<file path="src/hdl/wfp_pkg.sv">
`timescale 1ns / 1ps
// ----------------------------------------------------------------------------
// wfp_pkg
// Types and constants shared by the WebSocket frame parser modules.
// ----------------------------------------------------------------------------
package wfp_pkg;

   typedef enum logic [2:0] {
      PH_HDR0,
      PH_HDR1,
      PH_EXT,
      PH_KEY,
      PH_PAY,
      PH_DONE
   } wfp_phase_type;

   localparam logic [6:0] LEN16_CODE = 7'd126;
   localparam logic [6:0] LEN64_CODE = 7'd127;
   localparam logic [2:0] LEN16_BYTES_M1 = 3'd1;
   localparam logic [2:0] LEN64_BYTES_M1 = 3'd7;
   localparam logic [2:0] KEY_BYTES_M1 = 3'd3;

   typedef struct packed {
      logic [7:0] in_byte;
      logic       in_last;
   } wfp_req_type;

   typedef struct packed {
      logic [7:0] payload_byte;
      logic       byte_valid;
      logic       frame_end;
      logic       truncated;
      logic       fin_bit;
      logic [3:0] frame_opcode;
   } wfp_rsp_type;

   typedef struct packed {
      logic [7:0] raw_byte;
      logic [7:0] key_byte;
      logic       byte_valid;
      logic       frame_end;
      logic       truncated;
      logic       fin_bit;
      logic [3:0] frame_opcode;
   } wfp_entry_type;

   typedef struct packed {
      logic empty;
      logic full;
   } wfp_queue_status_type;

endpackage

</file>
<file path="src/hdl/wfp_front.sv">
`timescale 1ns / 1ps
// ----------------------------------------------------------------------------
// wfp_front
// Accepts buffer bytes, walks the frame header and emits one queue entry
// per result.
// ----------------------------------------------------------------------------
module wfp_front (
   input  logic                          clock,
   input  logic                          reset,
   input  logic                          req_valid,
   output logic                          req_stall,
   input  wfp_pkg::wfp_req_type          req_data,
   input  logic                          csr_valid,
   input  logic                          csr_wdata,
   input  wfp_pkg::wfp_queue_status_type queue_status,
   output logic                          push_valid,
   output wfp_pkg::wfp_entry_type        push_data
);

   wfp_pkg::wfp_phase_type phase_ff, phase_in, phase_step;
   logic        fin_ff, fin_in;
   logic [3:0]  opcode_ff, opcode_in;
   logic        mask_flag_ff, mask_flag_in;
   logic [63:0] remaining_ff, remaining_in;
   logic [2:0]  hdr_count_ff, hdr_count_in;
   logic [31:0] mask_key_ff, mask_key_in;
   logic [1:0]  mask_pos_ff, mask_pos_in;
   logic        unmask_ff, unmask_in;

   logic        accept;
   logic [7:0]  b;
   logic [6:0]  len7;
   logic [63:0] ext_length;
   logic [7:0]  key_sel;

   assign req_stall  = queue_status.full;
   assign accept     = req_valid & ~queue_status.full;
   assign b          = req_data.in_byte;
   assign len7       = b[6:0];
   assign ext_length = {remaining_ff[55:0], b};
   assign unmask_in  = csr_valid ? csr_wdata : unmask_ff;

   always_comb begin
      case (mask_pos_ff)
         2'd0: key_sel = mask_key_ff[31:24];
         2'd1: key_sel = mask_key_ff[23:16];
         2'd2: key_sel = mask_key_ff[15:8];
         default: key_sel = mask_key_ff[7:0];
      endcase
   end

   always_comb begin
      phase_step = phase_ff;
      unique case (phase_ff)
         wfp_pkg::PH_HDR0: phase_step = wfp_pkg::PH_HDR1;
         wfp_pkg::PH_HDR1: begin
            if (len7 == wfp_pkg::LEN16_CODE || len7 == wfp_pkg::LEN64_CODE) begin
               phase_step = wfp_pkg::PH_EXT;
            end else if (b[7]) begin
               phase_step = wfp_pkg::PH_KEY;
            end else if (len7 == 7'd0) begin
               phase_step = wfp_pkg::PH_DONE;
            end else begin
               phase_step = wfp_pkg::PH_PAY;
            end
         end
         wfp_pkg::PH_EXT: begin
            if (hdr_count_ff == 3'd0) begin
               if (mask_flag_ff) begin
                  phase_step = wfp_pkg::PH_KEY;
               end else if (ext_length == 64'd0) begin
                  phase_step = wfp_pkg::PH_DONE;
               end else begin
                  phase_step = wfp_pkg::PH_PAY;
               end
            end
         end
         wfp_pkg::PH_KEY: begin
            if (hdr_count_ff == 3'd0) begin
               phase_step = (remaining_ff == 64'd0) ? wfp_pkg::PH_DONE : wfp_pkg::PH_PAY;
            end
         end
         wfp_pkg::PH_PAY: begin
            if (remaining_ff == 64'd1) begin
               phase_step = wfp_pkg::PH_DONE;
            end
         end
         wfp_pkg::PH_DONE: phase_step = wfp_pkg::PH_DONE;
         default: phase_step = wfp_pkg::PH_HDR0;
      endcase
      phase_in = phase_ff;
      if (accept) begin
         phase_in = req_data.in_last ? wfp_pkg::PH_HDR0 : phase_step;
      end
   end

   always_comb begin
      fin_in       = fin_ff;
      opcode_in    = opcode_ff;
      mask_flag_in = mask_flag_ff;
      remaining_in = remaining_ff;
      hdr_count_in = hdr_count_ff;
      mask_key_in  = mask_key_ff;
      mask_pos_in  = mask_pos_ff;
      push_valid   = 1'b0;
      push_data    = '0;
      if (accept) begin
         unique case (phase_ff)
            wfp_pkg::PH_HDR0: begin
               fin_in    = b[7];
               opcode_in = b[3:0];
            end
            wfp_pkg::PH_HDR1: begin
               mask_flag_in = b[7];
               if (len7 == wfp_pkg::LEN16_CODE) begin
                  remaining_in = 64'd0;
                  hdr_count_in = wfp_pkg::LEN16_BYTES_M1;
               end else if (len7 == wfp_pkg::LEN64_CODE) begin
                  remaining_in = 64'd0;
                  hdr_count_in = wfp_pkg::LEN64_BYTES_M1;
               end else begin
                  remaining_in = {57'd0, len7};
                  if (b[7]) begin
                     hdr_count_in = wfp_pkg::KEY_BYTES_M1;
                     mask_key_in  = 32'd0;
                  end else begin
                     mask_pos_in = 2'd0;
                     if (len7 == 7'd0) begin
                        push_valid          = 1'b1;
                        push_data.frame_end = 1'b1;
                     end
                  end
               end
            end
            wfp_pkg::PH_EXT: begin
               remaining_in = ext_length;
               if (hdr_count_ff == 3'd0) begin
                  if (mask_flag_ff) begin
                     hdr_count_in = wfp_pkg::KEY_BYTES_M1;
                     mask_key_in  = 32'd0;
                  end else begin
                     mask_pos_in = 2'd0;
                     if (ext_length == 64'd0) begin
                        push_valid          = 1'b1;
                        push_data.frame_end = 1'b1;
                     end
                  end
               end else begin
                  hdr_count_in = hdr_count_ff - 3'd1;
               end
            end
            wfp_pkg::PH_KEY: begin
               mask_key_in = {mask_key_ff[23:0], b};
               if (hdr_count_ff == 3'd0) begin
                  mask_pos_in = 2'd0;
                  if (remaining_ff == 64'd0) begin
                     push_valid          = 1'b1;
                     push_data.frame_end = 1'b1;
                  end
               end else begin
                  hdr_count_in = hdr_count_ff - 3'd1;
               end
            end
            wfp_pkg::PH_PAY: begin
               mask_pos_in          = mask_pos_ff + 2'd1;
               remaining_in         = remaining_ff - 64'd1;
               push_valid           = 1'b1;
               push_data.raw_byte   = b;
               push_data.key_byte   = (unmask_ff & mask_flag_ff) ? key_sel : 8'd0;
               push_data.byte_valid = 1'b1;
               push_data.frame_end  = (remaining_ff == 64'd1);
            end
            wfp_pkg::PH_DONE: begin
            end
            default: begin
            end
         endcase
         if (req_data.in_last) begin
            if (phase_step != wfp_pkg::PH_DONE) begin
               push_valid          = 1'b1;
               push_data.truncated = 1'b1;
            end
            hdr_count_in = 3'd0;
            mask_pos_in  = 2'd0;
         end
      end
      push_data.fin_bit      = fin_in;
      push_data.frame_opcode = opcode_in;
   end

   always_ff @(posedge clock) begin
      if (reset) begin
         phase_ff     <= wfp_pkg::PH_HDR0;
         fin_ff       <= 1'b0;
         opcode_ff    <= 4'd0;
         mask_flag_ff <= 1'b0;
         remaining_ff <= 64'd0;
         hdr_count_ff <= 3'd0;
         mask_key_ff  <= 32'd0;
         mask_pos_ff  <= 2'd0;
         unmask_ff    <= 1'b1;
      end else begin
         phase_ff     <= phase_in;
         fin_ff       <= fin_in;
         opcode_ff    <= opcode_in;
         mask_flag_ff <= mask_flag_in;
         remaining_ff <= remaining_in;
         hdr_count_ff <= hdr_count_in;
         mask_key_ff  <= mask_key_in;
         mask_pos_ff  <= mask_pos_in;
         unmask_ff    <= unmask_in;
      end
   end

endmodule

</file>
<file path="src/hdl/wfp_queue.sv">
`timescale 1ns / 1ps
// ----------------------------------------------------------------------------
// wfp_queue
// Short result queue between the header parser and the output stage.
// ----------------------------------------------------------------------------
module wfp_queue #(
   parameter int DEPTH = 4
) (
   input  logic                          clock,
   input  logic                          reset,
   input  logic                          push_valid,
   input  wfp_pkg::wfp_entry_type        push_data,
   input  logic                          pop,
   output wfp_pkg::wfp_entry_type        head,
   output wfp_pkg::wfp_queue_status_type status
);

   localparam int PTR_W = $clog2(DEPTH);
   localparam int CNT_W = $clog2(DEPTH + 1);

   wfp_pkg::wfp_entry_type entries_ff [DEPTH];
   logic [PTR_W-1:0] wr_ptr_ff, wr_ptr_in;
   logic [PTR_W-1:0] rd_ptr_ff, rd_ptr_in;
   logic [CNT_W-1:0] count_ff, count_in;

   assign status.empty = (count_ff == CNT_W'(0));
   assign status.full  = (count_ff == CNT_W'(DEPTH));
   assign head         = entries_ff[rd_ptr_ff];

   always_comb begin
      wr_ptr_in = wr_ptr_ff;
      rd_ptr_in = rd_ptr_ff;
      count_in  = count_ff;
      if (push_valid) begin
         wr_ptr_in = (wr_ptr_ff == PTR_W'(DEPTH - 1)) ? '0 : wr_ptr_ff + 1'b1;
      end
      if (pop) begin
         rd_ptr_in = (rd_ptr_ff == PTR_W'(DEPTH - 1)) ? '0 : rd_ptr_ff + 1'b1;
      end
      if (push_valid && !pop) begin
         count_in = count_ff + 1'b1;
      end else if (pop && !push_valid) begin
         count_in = count_ff - 1'b1;
      end
   end

   always_ff @(posedge clock) begin
      if (push_valid) begin
         entries_ff[wr_ptr_ff] <= push_data;
      end
   end

   always_ff @(posedge clock) begin
      if (reset) begin
         wr_ptr_ff <= '0;
         rd_ptr_ff <= '0;
         count_ff  <= '0;
      end else begin
         wr_ptr_ff <= wr_ptr_in;
         rd_ptr_ff <= rd_ptr_in;
         count_ff  <= count_in;
      end
   end

endmodule

</file>
<file path="src/hdl/wfp_back.sv">
`timescale 1ns / 1ps
// ----------------------------------------------------------------------------
// wfp_back
// Output stage: takes queue entries, applies the mask key and holds the
// result until the transfer completes.
// ----------------------------------------------------------------------------
module wfp_back (
   input  logic                          clock,
   input  logic                          reset,
   input  wfp_pkg::wfp_entry_type        head,
   input  wfp_pkg::wfp_queue_status_type queue_status,
   output logic                          pop,
   output logic                          rsp_valid,
   input  logic                          rsp_stall,
   output wfp_pkg::wfp_rsp_type          rsp_data
);

   logic                 rsp_valid_ff, rsp_valid_in;
   wfp_pkg::wfp_rsp_type rsp_data_ff, rsp_data_in;

   assign pop = ~queue_status.empty & (~rsp_valid_ff | ~rsp_stall);

   always_comb begin
      rsp_valid_in = rsp_valid_ff & rsp_stall;
      rsp_data_in  = rsp_data_ff;
      if (pop) begin
         rsp_valid_in             = 1'b1;
         rsp_data_in.payload_byte = head.raw_byte ^ head.key_byte;
         rsp_data_in.byte_valid   = head.byte_valid;
         rsp_data_in.frame_end    = head.frame_end;
         rsp_data_in.truncated    = head.truncated;
         rsp_data_in.fin_bit      = head.fin_bit;
         rsp_data_in.frame_opcode = head.frame_opcode;
      end
   end

   always_ff @(posedge clock) begin
      if (reset) begin
         rsp_valid_ff <= 1'b0;
      end else begin
         rsp_valid_ff <= rsp_valid_in;
      end
   end

   always_ff @(posedge clock) begin
      rsp_data_ff <= rsp_data_in;
   end

   assign rsp_valid = rsp_valid_ff;
   assign rsp_data  = rsp_data_ff;

endmodule

</file>
<file path="src/hdl/websocket_frame_parser.sv">
`timescale 1ns / 1ps
// ----------------------------------------------------------------------------
// websocket_frame_parser
// Receive-side WebSocket frame parser, one buffer byte per transfer.
// ----------------------------------------------------------------------------
// The parser takes one byte per clock cycle while req_stall is low and gives
// at most one result per byte: payload bytes (unmasked when csr_wdata last
// wrote 1, the reset value), one empty frame-end result for a zero-length
// frame, or a truncation result when the buffer ends early. The header parser
// feeds a queue of QUEUE_DEPTH results that the output register drains, one
// per cycle when rsp is not stalled, so req_stall rises only when the result
// side has stalled long enough to fill that queue.
module websocket_frame_parser #(
   parameter int QUEUE_DEPTH = 4
) (
   input  logic                 clock,
   input  logic                 reset,
   input  logic                 req_valid,
   output logic                 req_stall,
   input  wfp_pkg::wfp_req_type req_data,
   output logic                 rsp_valid,
   input  logic                 rsp_stall,
   output wfp_pkg::wfp_rsp_type rsp_data,
   input  logic                 csr_valid,
   output logic                 csr_ready,
   input  logic                 csr_wdata
);

   logic                          push_valid;
   wfp_pkg::wfp_entry_type        push_data;
   logic                          pop;
   wfp_pkg::wfp_entry_type        head;
   wfp_pkg::wfp_queue_status_type queue_status;

   assign csr_ready = 1'b1;

   wfp_front u_front (
      .clock        (clock),
      .reset        (reset),
      .req_valid    (req_valid),
      .req_stall    (req_stall),
      .req_data     (req_data),
      .csr_valid    (csr_valid & csr_ready),
      .csr_wdata    (csr_wdata),
      .queue_status (queue_status),
      .push_valid   (push_valid),
      .push_data    (push_data)
   );

   wfp_queue #(
      .DEPTH (QUEUE_DEPTH)
   ) u_queue (
      .clock      (clock),
      .reset      (reset),
      .push_valid (push_valid),
      .push_data  (push_data),
      .pop        (pop),
      .head       (head),
      .status     (queue_status)
   );

   wfp_back u_back (
      .clock        (clock),
      .reset        (reset),
      .head         (head),
      .queue_status (queue_status),
      .pop          (pop),
      .rsp_valid    (rsp_valid),
      .rsp_stall    (rsp_stall),
      .rsp_data     (rsp_data)
   );

endmodule

</file>
<file path="config.mk">
export PLATFORM = sky130hd
export DESIGN_NAME = websocket_frame_parser
export DESIGN_NICKNAME = d
export VERILOG_FILES = /design/src/hdl/wfp_pkg.sv /design/src/hdl/wfp_front.sv /design/src/hdl/wfp_queue.sv /design/src/hdl/wfp_back.sv /design/src/hdl/websocket_frame_parser.sv
export SDC_FILE = /design/constraint.sdc
export NUM_CORES = 1
export LEC_CHECK = 0
export ABC_AREA = 0
export BUFFER_PORTS_ARGS = -buffer_cell sky130_fd_sc_hd__clkbuf_2
export CAP_MARGIN = 20
export CORE_MARGIN = 4
export CORE_UTILIZATION = 50
export CTS_CLUSTER_SIZE = 10
export DETAILED_ROUTE_END_ITERATION = 8
export GPL_TIMING_DRIVEN = 0
export PLACE_DENSITY = 0.66
export SLEW_MARGIN = 20
export SYNTH_ARGS = -nofsm -noshare
export SYNTH_HDL_FRONTEND = slang
export SYNTH_HIERARCHICAL = 1
export SYNTH_SLANG_ARGS = --single-unit
</file>
<file path="constraint.sdc">
create_clock -name clock -period 5 [get_ports clock]
set_input_delay 1 -clock clock [delete_from_list [all_inputs] [get_ports clock]]
set_output_delay 1 -clock clock [all_outputs]
set_load 0.005 [all_outputs]
</file>
**Word-level counts from Yosys, hierarchy flattened**

Memory sizes are Yosys's and may differ from the RTL's. A register that Yosys moved wholly into a read port is not among the register bits.
Index checks and enable logic that the tools add are counted.
Widths: inputs -> output; s select.

- Register bits after elaboration: 135
- Bits in writable memories: 96
- Bits of input ports: 15
- Output and inout port bits: 19
- Logic and storage cells: 156
- Memories: 1

- Add/sub/neg operators: 7
- Equality and inequality tests: 28
- Multiplexer cells: 69
- Bitwise logic cells: 10
- Reduce and logical (&&, ||, !) cells: 22

Memory list:

| memory | words | bits a word | read ports | clocked after Yosys merged registers in | wr ports | line | RTL |
|---|---|---|---|---|---|---|---|
| u_queue.entries_ff | 4 | 24 | 1 | 1 | 1 | wfp_queue.sv:21 | `wfp_pkg::wfp_entry_type entries_ff [DEPTH];` |

Operator list:

| operator | number |
|---|---|
| $pmux 64 s3 | 1 |
| $mux 32 | 5 |
| $logic_not 64->1 | 2 |
| $pmux 32 s3 | 1 |
| $eq 64x1->1 const B | 1 |
| $mux 64 | 1 |
| $sub 64x1->64 const B | 1 |
| $mux 3 | 16 |
| $pmux 8 s3 | 1 |
| $mux 1 | 22 |
| $mux 2 | 11 |
| $mux 19 | 1 |
| $ne 3x3->1 const B | 6 |
| $pmux 3 s6 | 1 |
| $mux 17 | 1 |
| $eq 7x7->1 const B | 2 |
| $eq 3x3->1 const B | 3 |
| $logic_not 3->1 | 3 |
| $pmux 3 s3 | 1 |
| $mux 4 | 2 |
| $mux 8 | 1 |
| $pmux 1 s4 | 2 |
| $pmux 2 s4 | 1 |
| $reduce_and 8->1 | 1 |
| 29 further kinds | 49 |

**Longest topological paths before layout**

- Depth in word-level cells: 13
- Mapped depth: 14

**Modules after synthesis**

Netlist, hierarchy kept.

Modules (own cells, without submodules):

| module | instances | cells each | area an instance (µm²) | sequential area each (µm²) |
|---|---|---|---|---|
| wfp_front | 1 | 896 | 6,610.1 | 2,222.1 |
| wfp_queue | 1 | 170 | 3,943.8 | 3,062.9 |
| wfp_back | 1 | 28 | 588.1 | 500.5 |
| websocket_frame_parser | 1 | 2 | 11.3 | 0.0 |

**Least setup slack after synthesis**

OpenSTA, ideal clock, no wires.

- Kind: in2reg
- Start point: in req_data[4] in the netlist's numbering
- End point: reg u_queue.count_ff[2]
- Arrival: 3,763 ps
- Data required time: 4,930 ps
- Setup slack: 1,167 ps
- Stages on the path: 13
- Path buffers: 1
- Path through: and4_1 > and2_1 > clkbuf_1 > or4_1 > o21ai_0 > o21ba_2 > o21ai_0 > ha_1 > inv_1 > fa_1 > xor2_1 > or3_1 > a21oi_1

- Longest elaborated chain between the ends: 12
- Elaborated cells on any way between the ends: 29
- Classes of those cells: eq/ne: 3; mux: 19; reduce/logical: 7

Ends and longest elaborated chain:

| what | line | RTL |
|---|---|---|
| start, declared | websocket_frame_parser.sv:20 | `input wfp_pkg::wfp_req_type req_data,` |
| $logic_not 64->1 or $logic_not 7->1 (tied branches) | -- |  |
| $mux 1, on equally long branches | -- |  |
| $mux 3, or another cell as far along | wfp_front.sv:69 | `if (mask_flag_ff) begin` |
| $mux 3, or another cell as far along | wfp_front.sv:68 | `if (hdr_count_ff == 3'd0) begin` |
| $pmux 3 s6 or $mux 1 (tied branches) | wfp_front.sv:54, wfp_front.sv:115 |  |
| $ne 3x3->1 or $pmux 1 s4 (tied branches) | wfp_front.sv:179, wfp_front.sv:108 |  |
| $mux 1 | wfp_front.sv:179 | `if (phase_step != wfp_pkg::PH_DONE) begin` |
| $mux 1 (*) | wfp_front.sv:178 | `if (req_data.in_last) begin` |
| $mux 1 (*) | wfp_front.sv:107 | `if (accept) begin` |
| named net push_valid | websocket_frame_parser.sv:29 | `logic push_valid;` |
| $logic_not 1->1 | wfp_queue.sv:42 | `end else if (pop && !push_valid) begin` |
| $logic_and 1x1->1 | wfp_queue.sv:42 |  |
| $reduce_bool 2->1 (no source line) | -- |  |
| end signal, assigned | wfp_queue.sv:61 | `count_ff <= count_in;` |
| end, declared | wfp_queue.sv:24 | `logic [CNT_W-1:0] count_ff, count_in;` |

Mark *: on every way through the listed nets, which the timed path passes. The rest lies on a longest branch.
A chain may end at the register's enable or synchronous reset.

**Final worst setup path**

- Start point: reg u_front.remaining_ff[33]
- End point: reg u_queue.count_ff[2]

- Longest elaborated chain between the ends: 12
- Elaborated cells on any way between the ends: 25
- Classes of those cells: eq/ne: 2; mux: 17; reduce/logical: 6

Ends and longest elaborated chain:

| what | line | RTL |
|---|---|---|
| start, declared | wfp_front.sv:24 | `logic [63:0] remaining_ff, remaining_in;` |
| start signal, assigned | wfp_front.sv:207 | `remaining_ff <= remaining_in;` |
| $logic_not 64->1 | wfp_front.sv:71, wfp_front.sv:143 |  |
| $mux 1 | wfp_front.sv:71, wfp_front.sv:143 |  |
| $mux 3 | wfp_front.sv:69 |  |
| $mux 3 | wfp_front.sv:68 |  |
| $pmux 3 s6 | wfp_front.sv:54 | `unique case (phase_ff)` |
| $ne 3x3->1 | wfp_front.sv:179 |  |
| $mux 1 | wfp_front.sv:179 |  |
| $mux 1 (*) | wfp_front.sv:178 |  |
| $mux 1 (*) | wfp_front.sv:107 |  |
| named net push_valid | websocket_frame_parser.sv:29 |  |
| $logic_not 1->1 | wfp_queue.sv:42 |  |
| $logic_and 1x1->1 | wfp_queue.sv:42 |  |
| $reduce_bool 2->1 (no source line) | -- |  |

Marked as above.

==> impl_results.md <==
- Post-DP HPWL: 21.2 mm
- Crit path kind: reg2reg
- Worst slew pin tran: 1060 ps
- TritonCTS clock tree: built
- Post-layout util: 57.1%
- IO Pins: 34
- Vias in the first global route: 8948
- Pin count of the biggest net entering global routing: 25
- DRT iter0 DRCs: 1042
- Critical-path top delay cell: nor4_1
- Die X: 157 µm
- Row count: 54
- Post-synth net total: 1127
- Via/cell ratio: 6.39
- Worst-path fanout max: 7
- Area Growth Syn to Fin: 12.1%
- #FFs+latches synth: 233
- Hold Path Depth: 2
- Post-CTS sizing: 0
- Synth warn: 6
- Dominant cells by area after synthesis: edfxtp_1 (30%), dfxtp_1 (22%), a21oi_1 (4.6%), mux4_2 (4.0%), nor2_1 (3.1%)
- Postcts setup bufs: 0
- Number of fillers in the final layout: 1921
- Initial Util: 50.9%
- Syn Inst Count: 1096
- Tot GR Track Use: 25.3%
- Top FF cell, synth: dfxtp_1
- Pre-Repair DR Iteration Count: 6
- R2r startpoint: u_front/remaining_ff[33]
- Slack of the worst reg-to-reg path: 560 ps
- Clock sinks: 233
- Post-Synthesis Cell Area: 0.0112 mm²
- Top-area cell type share of the netlist area: 30.2%
- Placed cell area: 0.0117 mm²
- Fin nets: 1189
- Run status: finished clean
- Crit path time final: 4440 ps
- Clock buffer depth: 3
- Cell taking the most area after synthesis: edfxtp_1
- Global route overflow: 0
- Slew Limit Fails: 0
- IO Port Bufs: 31
- CP max stage delay: 800 ps
- Distinct cell type count of the synthesized netlist: 73
- Reg2reg path depth: 12
- Worst VDD drop: 262 µV
- CTS Buf Count: 28
- Worst-path clk slew: 60 ps
- Share of layout cells above drive strength 1: 10.3%
- Final Cycle Share: 88.8%
- Core area: 0.0219 mm²
- Routed WL per cell: 21.5 µm
- Startpoint Class: flip-flop
- Ant diodes: 0
- Async S/R FF share, synth: 0%
- # placed instances: 1408
- WHS Endpoint: u_front/mask_key_ff[28]
- CP Capture Type: flip-flop
- Post-cts hold buffer count: 0
- Pwr Total: 0.00544 W
- Worst rel slew slack: 28.5%
- Syn_area_per_cell: 10.2 µm²
- GPL Wtd Cong: 0.933
- Data arrival, critical path: 4900 ps
- Maxcap violations: 0
- Final wirelength: 31.3 mm
- Die Span Y: 157 µm
- Post-synth EDFFs: 112
- Fin area: 0.0125 mm²
- Crit-path cells: nor4_1, nand2_1, nor3_1, o2111ai_1, o21ba_2, o21ai_0, ha_1, inv_1, fa_1, xor2_1, or3_1, a21oi_1
- RSZ-0062 raised after global routing: no
- Die ar.: 0.0248 mm²
- Cell Pwr Density: 435 mW/mm²
- Initial antenna violation count: 0
- Worst skew pair latency: 540 ps
- Seq/Total Area, Yosys: 51.9%
- Max Freq: 225 MHz
- Clock Root Buffer: clkbuf_16
- Non-filler cells, final: 1459
- Hold Vio Cnt, Final: 0
- Setup Skew: 21.9 ps
- Setup TNS: 0 ps
- Setup Viol. Count Final: 0
- RR Endpoint: u_queue/count_ff[2]
- Pleak: 4.33 nW
- Critical Path RT: 5450 ps
- Worst Hold Class: reg2reg
- Global-route wire length before repair: 49.7 mm
- Residual DRC: 0
- Hold Startpoint: u_front/mask_key_ff[28]
- Vias: 9323
- H-tree levels: 1
- Final ANT Viol Nets: 0
==> worst max-delay path: cells and delay by family, from the launching register on <==
| family | cells | cell delay (ps) |
|---|---|---|
| AO/OA/AOI/OAI | 4 | 970 |
| buffers and inverters | 1 | 60 |
| XOR/XNOR | 1 | 150 |
| adder cells (fa/ha/maj) | 2 | 680 |
| AND/OR/NAND/NOR | 4 | 2150 |
| flip-flops | 1 | 360 |
==> logic make-up (layout without fill, tap and decap cells) <==
group                      count (synthesis)  after routing  share of synthesized area [%]
DFF                                      233            233                           51.9
AOI/OAI and AO/OA                        297            297                           17.1
buffers and inverters                     98            181                           3.81
xor gates and xnor gates                  13             13                           1.02
muxes                                     34             34                           5.92
adders and majority gates                 16             16                           1.86
and+or+nand+nor                          404            404                           18.4
other                                      1              1                         0.0336
==> how the worst max path moves through the flow <==
stage,startpoint,end,slack [ps]
2_1_floorplan,req_data[4],u_queue/count_ff[2],1170
3_3_place_gp,req_data[4],u_queue/entries_ff[2][9],360
3_5_place_dp,req_data[4],u_queue/count_ff[2],510
4_1_cts,u_front/remaining_ff[33],u_queue/count_ff[2],610
5_1_grt,u_front/remaining_ff[33],u_queue/count_ff[2],320
6_report,u_front/remaining_ff[33],u_queue/count_ff[2],560
==> report_power, final <==
part	total, W	internal (W)	switching [W]
Clock	0.00183	0.00107	0.000754
Combinational	0.00133	0.000531	0.000798
Sequential	0.00228	0.00221	0.0000694
Total	0.00544	0.00382	0.00162
==> final cells by class <==
cell class                      count  area [µm²]  area share, %
Buffer                             78         350           2.80
Clock buffer                       49         800           6.39
Clock inverter                      2        25.0          0.200
Inverter                           20        75.1          0.600
Multi-Input combinational cell    765        4950           39.6
Sequential cell                   233        5790           46.3
Tap cell                          280         350           2.80
Timing Repair Buffer               32         166           1.33
==> cell usage after synthesis, types with 11 or more instances <==
library cell	n
a21oi_1	103
a22oi_1	27
a31oi_1	13
and2_1	12
clkbuf_1	61
dfxtp_1	121
edfxtp_1	112
ha_1	15
inv_1	20
mux4_2	20
nand2_1	89
nand2b_1	13
nand3_1	47
nand4_1	12
nor2_1	92
nor2b_1	14
nor3_1	39
nor4_1	24
o21ai_0	59
or3_1	15
or4_1	11
xor2_1	12
==> state kept, by name (all words and copies together), names as in the netlist, 3 cells and up, named ones only <==
register / cells
u_back/rsp_data: 16
u_front/hdr_count_ff: 3
u_front/mask_key_ff: 32
u_front/opcode_ff: 4
u_front/phase_ff: 3
u_front/remaining_ff: 64
u_queue/count_ff: 3
u_queue/entries_ff: 96
==> metal layers <==
metal / global-route usage, % / routed length [µm] / up-vias
met5: 0 / 0 / -
met1: 35.2 / 13000 / 4465
met3: 4.59 / 2670 / 77
li1: - / - / 4314
met2: 40.3 / 14500 / 467
met4: 8.56 / 1090 / 0
==> cell usage in the layout (no fill, tap or decap), types with 14 or more instances in the layout <==
master,n
o21ai_0,59
clkbuf_1,80
a22oi_1,27
edfxtp_1,112
nor2_1,92
dfxtp_1,121
or3_1,15
nor4_1,24
a21oi_1,102
clkbuf_2,31
nor2b_1,14
nand2_1,89
mux4_2,20
clkbuf_16,28
nand3_1,47
inv_1,20
ha_1,15
nor3_1,39
==> stage by stage <==
step           hold WS [ps]  setup WS (ps)
3_3_place_gp            442            364
6_report                451            558
2_1_floorplan           431           1170
5_1_grt                 471            320
3_5_place_dp            445            513
4_1_cts                 452            606
No activity file was read; power rests on OpenSTA's default activity.
